$ cat config.mk
export PLATFORM = sky130hd
export DESIGN_NAME = array_double_ended_queue_top
export DESIGN_NICKNAME = d
export VERILOG_FILES = /design/src/rtl/core/adeq_pkg.sv /design/src/rtl/core/adeq_ctrl.sv /design/src/rtl/core/adeq_dp.sv /design/src/rtl/core/array_double_ended_queue_top.sv
export SDC_FILE = /design/constraint.sdc
export NUM_CORES = 1
export LEC_CHECK = 0
export BUFFER_PORTS_ARGS = -buffer_cell sky130_fd_sc_hd__buf_2
export CAP_MARGIN = 10
export CORE_ASPECT_RATIO = 0.75
export CORE_UTILIZATION = 62
export CTS_CLUSTER_DIAMETER = 120
export DETAILED_ROUTE_END_ITERATION = 10
export GPL_TIMING_DRIVEN = 0
export PLACE_DENSITY_LB_ADDON = 0.25
export SETUP_SLACK_MARGIN = 0.02
export SYNTH_ARGS = -nofsm -noshare
export SYNTH_HDL_FRONTEND = slang
export SYNTH_SLANG_ARGS = --single-unit
$ cat constraint.sdc
create_clock -name clock -period 7.1 [get_ports clock]
set_input_delay 1.065 -clock clock [delete_from_list [all_inputs] [get_ports clock]]
set_output_delay 1.065 -clock clock [all_outputs]
set_load 0.05 [all_outputs]
$ cat src/rtl/core/adeq_pkg.sv
// shared types, constants and command struct for the array deque
package adeq_pkg;

   // storage and field widths
   localparam int DEPTH_DEF = 16;
   localparam int DATA_W    = 32;
   localparam int CAP_W     = 5;
   localparam int OP_W      = 2;
   localparam int STATUS_W  = 2;

   localparam logic [CAP_W-1:0]  CAP_RESET  = CAP_W'(16);
   localparam logic [DATA_W-1:0] FAIL_VALUE = {DATA_W{1'b1}};

   // request opcodes
   typedef enum logic [OP_W-1:0] {
      OP_PUSH_FRONT = 2'd0,
      OP_PUSH_REAR  = 2'd1,
      OP_POP_FRONT  = 2'd2,
      OP_POP_REAR   = 2'd3
   } op_type;

   // response status codes
   typedef enum logic [STATUS_W-1:0] {
      STATUS_DONE    = 2'd0,
      STATUS_REFUSED = 2'd1,
      STATUS_EMPTY   = 2'd2
   } status_type;

   // controller states
   typedef enum logic [1:0] {
      STATE_IDLE,
      STATE_EXEC,
      STATE_RESP
   } state_type;

   // controller to datapath commands
   typedef struct packed {
      logic load;    // capture request fields
      logic exec;    // evaluate request, update indices, access slot store
      logic cfg_wr;  // write capacity register
   } cmd_type;

endpackage

$ cat src/rtl/core/adeq_ctrl.sv
// controller state machine sequencing one request at a time
module adeq_ctrl (
   input  logic              clock,
   input  logic              reset,
   input  logic              start,
   input  logic              csr_valid,
   output logic              busy,
   output logic              csr_ready,
   output logic              rsp_valid,
   output adeq_pkg::cmd_type cmd
);

   adeq_pkg::state_type state_ff;
   adeq_pkg::state_type state_in;

   // state register
   always_ff @(posedge clock) begin
      if (reset) begin
         state_ff <= adeq_pkg::STATE_IDLE;
      end else begin
         state_ff <= state_in;
      end
   end

   // next state and commands
   always_comb begin
      state_in   = state_ff;
      busy       = 1'b1;
      csr_ready  = 1'b0;
      rsp_valid  = 1'b0;
      cmd        = '0;
      case (state_ff)
         adeq_pkg::STATE_IDLE: begin
            busy       = 1'b0;
            csr_ready  = 1'b1;
            cmd.cfg_wr = csr_valid;
            if (start) begin
               cmd.load = 1'b1;
               state_in = adeq_pkg::STATE_EXEC;
            end
         end
         adeq_pkg::STATE_EXEC: begin
            cmd.exec = 1'b1;
            state_in = adeq_pkg::STATE_RESP;
         end
         adeq_pkg::STATE_RESP: begin
            rsp_valid = 1'b1;
            state_in  = adeq_pkg::STATE_IDLE;
         end
         default: begin
            state_in = adeq_pkg::STATE_IDLE;
         end
      endcase
   end

endmodule

$ cat src/rtl/core/adeq_dp.sv
// datapath: indices, capacity register, slot store and response registers
module adeq_dp #(
   parameter int DEPTH = adeq_pkg::DEPTH_DEF
) (
   input  logic                          clock,
   input  logic                          reset,
   input  adeq_pkg::cmd_type             cmd,
   input  logic [adeq_pkg::OP_W-1:0]     req_opcode,
   input  logic signed [adeq_pkg::DATA_W-1:0] req_push_value,
   input  logic [adeq_pkg::CAP_W-1:0]    csr_wdata,
   output logic signed [adeq_pkg::DATA_W-1:0] rsp_pop_value,
   output logic [adeq_pkg::STATUS_W-1:0] rsp_status
);

   // index range is -1 .. DEPTH-1
   localparam int AW    = (DEPTH > 1) ? $clog2(DEPTH) : 1;
   localparam int IDX_W = $clog2(DEPTH) + 1;
   localparam int LW    = (IDX_W > 6) ? IDX_W + 1 : 7;

   localparam logic signed [IDX_W-1:0] IDX_NONE = {IDX_W{1'b1}};
   localparam logic signed [IDX_W-1:0] IDX_ONE  = IDX_W'(1);
   localparam logic signed [LW-1:0]    DEPTH_L  = LW'(DEPTH);
   localparam logic signed [LW-1:0]    ONE_L    = LW'(1);

   logic [adeq_pkg::DATA_W-1:0]      mem [DEPTH];

   adeq_pkg::op_type                 op_ff;
   logic [adeq_pkg::DATA_W-1:0]      val_ff;
   logic [adeq_pkg::CAP_W-1:0]       cap_ff;
   logic signed [IDX_W-1:0]          front_ff, front_in;
   logic signed [IDX_W-1:0]          rear_ff, rear_in;
   adeq_pkg::status_type             status_ff, status_in;
   logic                             pop_ok_ff, pop_ok_in;
   logic [adeq_pkg::DATA_W-1:0]      rd_ff;

   logic                             mem_we;
   logic                             mem_re;
   logic signed [IDX_W-1:0]          mem_idx;
   logic [AW-1:0]                    mem_addr;
   logic signed [LW-1:0]             cap_l;
   logic signed [LW-1:0]             eff_cap;
   logic signed [LW-1:0]             rear_l;
   logic                             rear_full;

   // request capture
   always_ff @(posedge clock) begin
      if (cmd.load) begin
         op_ff  <= adeq_pkg::op_type'(req_opcode);
         val_ff <= req_push_value;
      end
   end

   // capacity register
   always_ff @(posedge clock) begin
      if (reset) begin
         cap_ff <= adeq_pkg::CAP_RESET;
      end else if (cmd.cfg_wr) begin
         cap_ff <= csr_wdata;
      end
   end

   // effective capacity clamped to 1 .. DEPTH, rear full test
   always_comb begin
      cap_l = LW'(cap_ff);
      if (cap_ff == '0) begin
         eff_cap = ONE_L;
      end else if (cap_l > DEPTH_L) begin
         eff_cap = DEPTH_L;
      end else begin
         eff_cap = cap_l;
      end
      rear_l    = LW'(rear_ff);
      rear_full = (rear_l >= (eff_cap - ONE_L));
   end

   // operation decode
   always_comb begin
      front_in  = front_ff;
      rear_in   = rear_ff;
      status_in = status_ff;
      pop_ok_in = pop_ok_ff;
      mem_we    = 1'b0;
      mem_re    = 1'b0;
      mem_idx   = front_ff;
      if (cmd.exec) begin
         status_in = adeq_pkg::STATUS_DONE;
         pop_ok_in = 1'b0;
         case (op_ff)
            adeq_pkg::OP_PUSH_FRONT: begin
               if (front_ff == IDX_NONE) begin
                  status_in = adeq_pkg::STATUS_REFUSED;
               end else begin
                  mem_we   = 1'b1;
                  mem_idx  = front_ff;
                  front_in = front_ff - IDX_ONE;
               end
            end
            adeq_pkg::OP_PUSH_REAR: begin
               if (rear_full) begin
                  status_in = adeq_pkg::STATUS_REFUSED;
               end else begin
                  mem_we  = 1'b1;
                  mem_idx = rear_ff + IDX_ONE;
                  rear_in = rear_ff + IDX_ONE;
               end
            end
            adeq_pkg::OP_POP_FRONT: begin
               if (front_ff == rear_ff) begin
                  status_in = adeq_pkg::STATUS_EMPTY;
               end else begin
                  mem_re    = 1'b1;
                  pop_ok_in = 1'b1;
                  mem_idx   = front_ff + IDX_ONE;
                  front_in  = front_ff + IDX_ONE;
               end
            end
            adeq_pkg::OP_POP_REAR: begin
               if (front_ff == rear_ff) begin
                  status_in = adeq_pkg::STATUS_EMPTY;
               end else begin
                  mem_re    = 1'b1;
                  pop_ok_in = 1'b1;
                  mem_idx   = rear_ff;
                  rear_in   = rear_ff - IDX_ONE;
               end
            end
            default: begin
               status_in = adeq_pkg::STATUS_EMPTY;
            end
         endcase
      end
   end

   assign mem_addr = mem_idx[AW-1:0];

   // index and status registers
   always_ff @(posedge clock) begin
      if (reset) begin
         front_ff  <= IDX_NONE;
         rear_ff   <= IDX_NONE;
         status_ff <= adeq_pkg::STATUS_DONE;
         pop_ok_ff <= 1'b0;
      end else begin
         front_ff  <= front_in;
         rear_ff   <= rear_in;
         status_ff <= status_in;
         pop_ok_ff <= pop_ok_in;
      end
   end

   // slot store write port
   always_ff @(posedge clock) begin
      if (mem_we) begin
         mem[mem_addr] <= val_ff;
      end
   end

   // slot store registered read
   always_ff @(posedge clock) begin
      if (mem_re) begin
         rd_ff <= mem[mem_addr];
      end
   end

   // response fields
   assign rsp_pop_value = pop_ok_ff ? rd_ff : adeq_pkg::FAIL_VALUE;
   assign rsp_status    = status_ff;

endmodule

$ cat src/rtl/core/array_double_ended_queue_top.sv
// top level of the array deque: controller plus datapath
// Sequence: a request taken in idle is evaluated in the exec state, which updates the indices
//   and accesses the slot store; the response strobe is then raised in the resp state.
// Flow: no new request is taken until the response is out; the exec state and the registered
//   slot store read hold each request, and busy stays high until the response is out.
// Reset: synchronous, active high; indices go to minus one, capacity to 16, slot store
//   contents are undefined until written. The response is not held off by the receiver.
module array_double_ended_queue_top #(
   parameter int DEPTH = adeq_pkg::DEPTH_DEF
) (
   input  logic                               clock,
   input  logic                               reset,
   input  logic                               start,
   output logic                               busy,
   input  logic [adeq_pkg::OP_W-1:0]          req_opcode,
   input  logic signed [adeq_pkg::DATA_W-1:0] req_push_value,
   output logic                               rsp_valid,
   output logic signed [adeq_pkg::DATA_W-1:0] rsp_pop_value,
   output logic [adeq_pkg::STATUS_W-1:0]      rsp_status,
   input  logic                               csr_valid,
   output logic                               csr_ready,
   input  logic [adeq_pkg::CAP_W-1:0]         csr_wdata
);

   adeq_pkg::cmd_type cmd;

   // sequencing
   adeq_ctrl u_ctrl (
      .clock     (clock),
      .reset     (reset),
      .start     (start),
      .csr_valid (csr_valid),
      .busy      (busy),
      .csr_ready (csr_ready),
      .rsp_valid (rsp_valid),
      .cmd       (cmd)
   );

   // storage and indices
   adeq_dp #(
      .DEPTH (DEPTH)
   ) u_dp (
      .clock          (clock),
      .reset          (reset),
      .cmd            (cmd),
      .req_opcode     (req_opcode),
      .req_push_value (req_push_value),
      .csr_wdata      (csr_wdata),
      .rsp_pop_value  (rsp_pop_value),
      .rsp_status     (rsp_status)
   );

   // every accepted transfer is answered with a response strobe
   assert property (@(posedge clock)
      (start && !busy && !reset) ##1 !reset |-> ##1 rsp_valid)
      else $error("response missing after accepted request");

   // block frees up right after a response
   assert property (@(posedge clock) disable iff (reset)
      rsp_valid |=> !busy)
      else $error("busy held after response");

   // a failed operation always returns the fail value
   assert property (@(posedge clock) disable iff (reset)
      rsp_valid && (rsp_status != adeq_pkg::STATUS_DONE) |->
         (rsp_pop_value == adeq_pkg::FAIL_VALUE))
      else $error("failed operation returned data");

endmodule

Yosys cells after proc, flatten, opt, wreduce, memory -nomap -nowiden
Memories as Yosys holds them, arrays and structs flattened. A register that Yosys moved wholly into a read port is not among the register bits. Index checks and enable logic that the tools add are counted.

Register bits after elaboration: 54. Memory bits (writable): 512. Input port bits: 43. Output and inout bits: 37. Logic and storage cells: 70. Memories: 1.

Memories: u_dp.mem (depth 16, width 32, rd ports 1, clocked after memory_dff 1, write ports 1, line adeq_dp.sv:25) `logic [adeq_pkg::DATA_W-1:0] mem [DEPTH];`.

$add $sub $neg: 5. Order comparisons: 2. Equality and inequality tests: 11. Muxes and demuxes: 35. Reductions and logical operators: 8.

Operators with widths (number): 32-bit two-way mux (1); 5-bit two-way mux (5); 5-bit one-hot mux with 2 select lines (2); 1-bit two-way mux (17); 4-bit one-hot mux with 4 select lines (1); 4-bit two-way mux (3); 5-bit by 2-bit adder with 5-bit output, second input constant (2); 5-bit by 2-bit subtractor with 5-bit output, second input constant (2); 2-bit != test, second input constant (4); 5-bit by 7-bit greater-or-equal comparator with 1-bit output (1); 7-bit two-way mux (1); 7-bit by 2-bit subtractor with 7-bit output, second input constant (1); 2-bit equality test, second input constant (3); 2-bit one-hot mux with 3 select lines (1); 5-bit by 1-bit equality test with 1-bit output, second input constant (1); 5-bit equality test (1); 5-bit > comparator, second input constant (1); 5-bit zero test (1); 2-bit by 1-bit equality test with 1-bit output, second input constant (2); 2-bit zero test (2); 2-bit two-way mux (2); 2-bit one-hot mux with 2 select lines (1); 4-bit AND reduction (1); 2-bit nonzero test (2); 3 further kinds (3).

Longest topological paths before layout
Gate-level depths: netlist (run 1).

Depth after elaboration: 10. Mapped depth: 19. Mapped depth without buffers: 16.

By module
Synthesis (run 1) repeated with hierarchy kept, for this count alone.

Cells, all modules: 1336. Area, all modules: 23486.3 um2.

Modules (own cells, without submodules): adeq_dp (times used 1, cells each 1326, area an instance 23381.2 um2, seq. area each 17717.0 um2); adeq_ctrl (times used 1, cells each 10, area an instance 105.1 um2, seq. area each 40.0 um2).

Least setup slack after synthesis (run 1)
OpenSTA, ideal clock, no wires.

Kind: register -> register. Start point: register u_dp.cap_ff[2] (netlist name). End point: memory u_dp.mem[0][0] (netlist name), enable pin. Setup time: 0.421 ns. Arrival time: 4.632 ns. Required time: 6.679 ns. Slack: 2.047 ns. Stages on the path, launching flop included: 18. Path buffers: 3. Clock period less this slack: 5.053 ns. Cells stage by stage: dfxtp_1 > nor3_1 > o21bai_1 > ha_1 > inv_1 > or4_1 > a21boi_0 > ha_1 > a21oi_1 > o211ai_1 > nand2_1 > a311oi_1 > a211oi_1 > buf_2 > buf_2 > buf_2 > or3_1 > nor2_1.

Longest elaborated chain between the ends: 10. Elaborated cells between the ends (all ways): 14. Those cells by class: add/sub: 1; order compare: 2; mux: 10; reduce/logical: 1.

RTL lines: from (decl) (line adeq_dp.sv:29) `logic [adeq_pkg::CAP_W-1:0] cap_ff;`; from (signal assigned) (line adeq_dp.sv:56) `cap_ff <= adeq_pkg::CAP_RESET;`; from (signal assigned) (line adeq_dp.sv:58) `cap_ff <= csr_wdata;`; 5-bit > comparator (line adeq_dp.sv:67) `end else if (cap_l > DEPTH_L) begin`; 5-bit two-way mux (line adeq_dp.sv:67); 7-bit two-way mux (*) (line adeq_dp.sv:65) `if (cap_ff == '0) begin`; 7-bit by 2-bit subtractor with 7-bit output (*) (line adeq_dp.sv:73) `rear_full = (rear_l >= (eff_cap - ONE_L));`; 5-bit by 7-bit greater-or-equal comparator with 1-bit output (*) (line adeq_dp.sv:73); 1-bit two-way mux (line adeq_dp.sv:99) `if (rear_full) begin`; 1-bit one-hot mux with 2 select lines (line adeq_dp.sv:88) `case (op_ff)`; 1-bit two-way mux (line adeq_dp.sv:85) `if (cmd.exec) begin`; 1-bit two-way mux (line adeq_dp.sv:153) `if (mem_we) begin`; 1-bit two-way mux (implied by the code) (line adeq_dp.sv:154) `mem[mem_addr] <= val_ff;`; to (decl) (line adeq_dp.sv:25).

Every way passes the cells marked *; elsewhere a longest branch is shown, timed or not.

Worst setup path after layout (run 1)
Start point: register u_dp.cap_ff[2] (netlist name). End point: memory u_dp.mem[3][15] (netlist name), enable pin.

The elaborated chain is that of the path after synthesis.

==> results of run 1 <==
## cell families after synthesis
group                      Yosys count
other                                1
DFF                                598
buffers and inverters               85
AOI/OAI and AO/OA                  188
adders and majority gates           13
muxes                              262
and+or+nand+nor                    190
xor gates and xnor gates            17
## worst paths after layout
kind,start,end,slack (ns),depth (start not counted)
max,u_dp.cap_ff[2]$_SDFFE_PP0P_,u_dp.mem[3][15]$_DFFE_PP_,1.56,18
max reg2reg,u_dp.cap_ff[2]$_SDFFE_PP0P_,u_dp.mem[3][15]$_DFFE_PP_,1.56,18
min reg2reg,u_dp.rsp_status[1]$_SDFFE_PP0P_,u_dp.rsp_status[1]$_SDFFE_PP0P_,0.47,2
min,u_dp.rsp_status[1]$_SDFFE_PP0P_,u_dp.rsp_status[1]$_SDFFE_PP0P_,0.47,2
## per-stage QoR
stage	setup slack (ns)	utilization (%)	total power, µW
floorplan	2.05	-	4390
global placement	-0.284	65.8	4550
detailed placement	1.66	67.3	4570
CTS	1.61	71.6	7210
global route	1.19	71.6	7380
finish	1.56	71.6	7190
## cells in the mapped netlist (12+ instances only)
library cell / instances / area share [%]
a21oi_1: 13 / 0.28
buf_2: 41 / 0.87
clkbuf_1: 31 / 0.50
dfxtp_1: 20 / 1.7
edfxtp_1: 578 / 74
ha_1: 13 / 0.69
mux2i_1: 261 / 11
nand2_1: 28 / 0.45
nand2b_1: 44 / 1.2
nor2_1: 38 / 0.61
o21ai_0: 12 / 0.26
o221ai_1: 32 / 1.2
o22a_1: 32 / 1.2
o22ai_1: 65 / 1.7
or3_1: 40 / 1.1
## layout by cell type, fill, tap and decap left out, types with 9 or more instances in the layout
master	n
ha_1	13
nand2_1	28
a21oi_1	13
dfxtp_1	20
or3_1	40
xnor2_1	9
inv_1	10
clkbuf_1	50
nand2b_1	44
nand3_1	10
mux2i_1	261
o21ai_0	12
o221ai_1	32
nor2_1	22
buf_2	119
buf_12	11
o22a_1	32
clkbuf_16	55
nor2_4	16
edfxtp_1	578
o22ai_1	65
clkinv_1	11
## flip-flops by register name, summed over array words and instances, names as in the netlist
name and cells:
u_dp.val_ff 32, u_dp.front_ff 5, u_ctrl.state_ff 2, u_dp.rd_ff 32, u_dp.op_ff 2, u_dp.mem 512
u_dp.rear_ff 5, u_dp.cap_ff 5, u_dp.pop_ok_ff 1, u_dp.rsp_status 2
## metal layers
layer	routed length (µm)	GRT usage [%]
met5	0	0
met2	24200	43.5
met1	23000	43.0
met3	4720	3.92
met4	1140	7.17
## tightest hold or removal path: cells and delay by family, from the launching register on
| kind | cells | cell delay (ns) |
|---|---|---|
| simple gates | 1 | 0.05 |
| compound gates | 1 | 0.06 |
| flops | 1 | 0.32 |
## where the power goes
group	internal, µW	total [µW]	switching [µW]
Combinational	208	534	327
Sequential	3920	3970	55.9
Clock	1490	2690	1200
## layout make-up
class,instances,area share (%)
tap,504,2.37
timing repair buffer,99,3.08
clock inverter,21,0.564
clock buffer,74,5.44
buffer,75,1.31
sequential,598,66.7
multi-input combinational,671,20.4
inverter,10,0.141
==> results.txt, run 1 <==
Die height -> 170 µm
Nature of the critical path startpoint -> flop
Post-DP HPWL -> 32.8 mm
Run status -> complete, no violations
Crit path max-delay family -> simple AND/OR/NAND/NOR gates
First-pass GRT wire length -> 78.6 mm
Starting DRT DRC Count -> 1610
PortBufs -> 78
Sequential Area -> 17800 µm²
Slew headroom -> 32.2%
Post-CTS Setup Repair Bufs -> 0
Synth Area in XOR/XNOR -> 0.635%
Most used cell, CP -> buf_2
Primary FF master, synth -> edfxtp_1
H-tree depth -> 2
Num CTS Buffers -> 53
Cell Count, Final, Fillers Out -> 2052
WHS -> 0.473 ns
Final WL -> 53.0 mm
Cell Count Post-Placement -> 1957
Diode count -> 0
Io pins -> 80
Synth Area in Compound Gates -> 5.81%
Via/cell ratio -> 6.24
Post-Synth Simple-Gate Area -> 4.30%
Placed cell area -> 25000 µm²
Finished Cell Area -> 26600 µm²
Largest family of logic cells by synthesized area -> multiplexers
Critical path peak fanout -> 21
Aggregate global-route resource usage -> 28.3%
Multiplexer share of the synthesized area -> 11.2%
Slew Viols, Final -> 0
Power Density -> 270 nW/µm²
Final #Nets -> 1564
Area grow syn2layout -> 13.5%
Post-DRT Antenna Nets -> 0
Final Wtd Congestion -> 0.891
Clock Skew -> 0.0166 ns
Antenna violations before repair -> 0
Mapped Cells -> 1354
Yosys warnings -> 0
Worst hold path type -> reg -> reg
Crit path largest cell delay -> 0.85 ns
Clock transition at the registers of the reported paths -> 0.07 ns
Endpoints failing setup -> 0
Post-route setup TNS -> 0 ns
Final Hold Viols -> 0
Die area -> 38600 µm²
Peak VDD IR -> 192 µV
Worst endpoint required time -> 7.38 ns
Async SR Flop Fraction -> 0%
CP Capture Type -> flop
Min cycle time layout -> 5.54 ns
Period utilization -> 78.1%
Mean Syn Cell Area -> 17.3 µm²
Seq/Total Area, Yosys -> 75.7%
Syn_nets -> 1410
WS Path Type -> reg -> reg
Worst Tran Pin Value -> 1.01 ns
Max-cap check violation count -> 0
Fill cells -> 2310
Multi-input logic area -> 5440 µm²
CTS sink count -> 598
Clock Tree Buf Depth -> 3
Slowest cell on crit path -> nor2_4
Post-synth EDFFs -> 578
Vias -> 12800
FF+latch count, synth -> 598
Die Wd -> 227 µm
Leak Pwr -> 0.0101 µW
Starting density of the core -> 63.1%
DR WL/cell -> 25.8 µm
CP cell instances -> nor3_1 > o21bai_1 > ha_1 > inv_1 > or4_1 > a21boi_0 > ha_1 > a21oi_1 > o211ai_1 > a21o_1 > a21oi_1 > a211oi_1 > buf_2 > buf_2 > buf_2 > nand2_1 > nor2_4 > buf_16
Root buffer cell -> clkbuf_16
TritonCTS clock tree -> built
CTS-repair resized insts -> 0
Peak Freq -> 0.180 GHz
Buf/Inv on CP -> 5
Largest net degree at the start of global routing -> 24
Worst skew pair latency -> 0.58 ns
First-pass DRT Iterations -> 5
Remaining Overflow, GRT -> 0
Yosys cell types -> 51
Rows -> 61
Share of layout cells above drive strength 1 -> 14.8%
Post-CTS Hold Fix Bufs -> 0
DR DRC count -> 0
Adder-Cell Fraction of Synth Area -> 0.693%
CP Data Arrival Time -> 5.82 ns
Core box area -> 37200 µm²
Number of global-route vias before repair -> 12400
RSZ-0062 raised after global routing -> no
Mapped Area -> 23500 µm²
(Power assumes the default switching activity.)
==> run 2, diff against run 1 <==
==> constraint.sdc (replaced) <==
create_clock -name clock -period 5.6 [get_ports clock]
set_input_delay 0.84 -clock clock [delete_from_list [all_inputs] [get_ports clock]]
set_output_delay 0.84 -clock clock [all_outputs]
set_load 0.05 [all_outputs]
==> results.txt, run 2 (synthesis results as in run 1) <==
CP cell instances -> nor3_1 > o21bai_1 > ha_1 > inv_1 > or4_1 > a21boi_0 > ha_1 > a21oi_1 > o211ai_1 > a21o_1 > a21oi_1 > a211oi_1 > buf_2 > buf_2 > buf_2 > nand2_1 > nor2_4 > buf_12
DR DRC count -> 0
Post-DP HPWL -> 32.8 mm
Post-CTS Hold Fix Bufs -> 0
Commonest cells after routing, fill and taps aside -> edfxtp_1 (578), mux2i_1 (261), buf_2 (119), o22ai_1 (65), clkbuf_16 (55)
Top reg by flops -> u_dp.mem
Worst endpoint required time -> 5.86 ns
Die area -> 38600 µm²
Clock Skew -> 0.0140 ns
WHS -> 0.439 ns
Sequential power share -> 55.2%
Slew headroom -> 34.2%
Run status -> complete, no violations
Antenna violations before repair -> 0
Via/cell ratio -> 6.22
Core box area -> 37200 µm²
Slew Viols, Final -> 0
Internal power -> 7120 µW
Peak VDD IR -> 243 µV
First-pass DRT Iterations -> 5
Share of layout cells above drive strength 1 -> 15.5%
Worst reg-to-reg setup slack -> 0.25 ns
Core Util, Final -> 72.0%
Slowest cell on crit path -> nor2_4
Nature of the critical path startpoint -> flop
Starting density of the core -> 63.1%
CP Capture Type -> flop
Worst hold path type -> in -> reg
FF-to-FF Start -> u_dp.cap_ff[2]$_SDFFE_PP0P_
Clk pwr share -> 37.3%
DR WL/cell -> 26.0 µm
Max-cap check violation count -> 0
Switch share -> 22.0%
H-tree depth -> 2
Clock Tree Buf Depth -> 3
Die Wd -> 227 µm
Num CTS Buffers -> 53
Final Hold Viols -> 0
Leak Pwr -> 0.0102 µW
Multi-input logic area -> 5450 µm²
Area grow syn2layout -> 14.0%
Final #Nets -> 1572
Crit path largest cell delay -> 0.54 ns
Remaining Overflow, GRT -> 0
Period utilization -> 95.5%
Number of global-route vias before repair -> 12400
Critical path peak fanout -> 20
Vias -> 12800
Diode count -> 0
R2r endpoint -> u_dp.mem[13][13]$_DFFE_PP_
Endpoints failing setup -> 0
Min cycle time layout -> 5.35 ns
Starting DRT DRC Count -> 1602
CP Data Arrival Time -> 5.61 ns
Max FFs per register -> 512
Peak Freq -> 0.187 GHz
Final Wtd Congestion -> 0.891
Die height -> 170 µm
CTS sink count -> 598
Post-DRT Antenna Nets -> 0
First-pass GRT wire length -> 78.6 mm
Worst reg2reg path depth -> 18
Fill cells -> 2285
WS Path Type -> reg -> reg
Leading cell type in the layout, fill and taps excluded -> edfxtp_1
Clock transition at the registers of the reported paths -> 0.07 ns
Comb power frac -> 7.5%
Critical Path Sink -> u_dp.mem[13][13]$_DFFE_PP_
Most used cell, CP -> buf_2
Root buffer cell -> clkbuf_16
Largest regs -> u_dp.mem: 512 flops, u_dp.rd_ff: 32 flops, u_dp.val_ff: 32 flops
Switching power total -> 2010 µW
Aggregate global-route resource usage -> 28.3%
Io pins -> 80
Worst skew pair latency -> 0.57 ns
Largest net degree at the start of global routing -> 24
Worst Tran Pin Value -> 0.985 ns
Power Density -> 341 nW/µm²
Sequential Area -> 17800 µm²
Rows -> 61
Final WL -> 53.6 mm
TritonCTS clock tree -> built
Critical Path Source -> u_dp.cap_ff[2]$_SDFFE_PP0P_
PortBufs -> 78
## run 2: worst min path at each step
stage	endpoint	start	cells after the start
after floorplan	u_dp.cap_ff[0]$_SDFFE_PP0P_	u_dp.cap_ff[0]$_SDFFE_PP0P_	2
after global placement	u_dp.rsp_status[1]$_SDFFE_PP0P_	u_dp.rsp_status[1]$_SDFFE_PP0P_	2
after detailed placement	u_dp.rsp_status[1]$_SDFFE_PP0P_	u_dp.rsp_status[1]$_SDFFE_PP0P_	2
after CTS	u_dp.val_ff[6]$_DFFE_PP_	req_push_value[6]	1
after global routing	u_dp.val_ff[17]$_DFFE_PP_	req_push_value[17]	1
final	u_dp.op_ff[1]$_DFFE_PP_	req_opcode[1]	1
## run 2: power groups by stage
stage          combinational (µW)  clock, µW  sequential, µW
2_1_floorplan                 456          0            5110
3_3_place_gp                  643          0            5130
3_5_place_dp                  667          0            5130
4_1_cts                       674       3440            5040
5_1_grt                       724       3590            5040
6_report                      681       3410            5040
## run 2: final cells by class
class | instances | area share (%)
Sequential cell | 598 | 66.4
Multi-Input combinational cell | 672 | 20.4
Clock buffer | 74 | 5.41
Timing Repair Buffer | 106 | 3.45
Tap cell | 504 | 2.36
Buffer | 75 | 1.31
Clock inverter | 21 | 0.561
Inverter | 10 | 0.140
## run 2: through the flow
stage	setup TNS, ns	setup WS (ns)	cell area [µm²]	std cells	power (µW)
4_1_cts	0	0.112	26600	2052	9150
3_5_place_dp	0	0.156	25000	1957	5800
6_report	0	0.251	26700	2060	9130
5_1_grt	-0.00566	-0.00566	26700	2060	9360
2_1_floorplan	0	0.547	23500	1354	5560
3_3_place_gp	-820.15	-1.78	24500	1936	5770
## run 2: timing repair
| action | 4_1_cts | 5_1_grt |
|---|---|---|
| endpoints found under the setup margin | 0 | 138 |
| resized for setup | 0 | 9 |
| endpoints found under the hold margin | 0 | 0 |
| setup buffers | 0 | 7 |
## run 2: worst max-delay path, delay by kind of cell, from the launching register on
kind / cells / cell delay [ns]
adders and majority gates: 2 / 0.56
DFF: 1 / 0.39
and+or+nand+nor: 4 / 1.42
AOI/OAI and AO/OA: 7 / 1.38
buffers and inverters: 5 / 1.24
## run 2: metal layers
layer / GRT usage [%] / vias to the layer above / part of all wire, %
li1: - / 5694 / -
met1: 43.0 / 6365 / 43
met2: 43.5 / 667 / 45
met3: 3.92 / 90 / 8.8
met4: 7.17 / 0 / 2.4
met5: 0 / - / 0
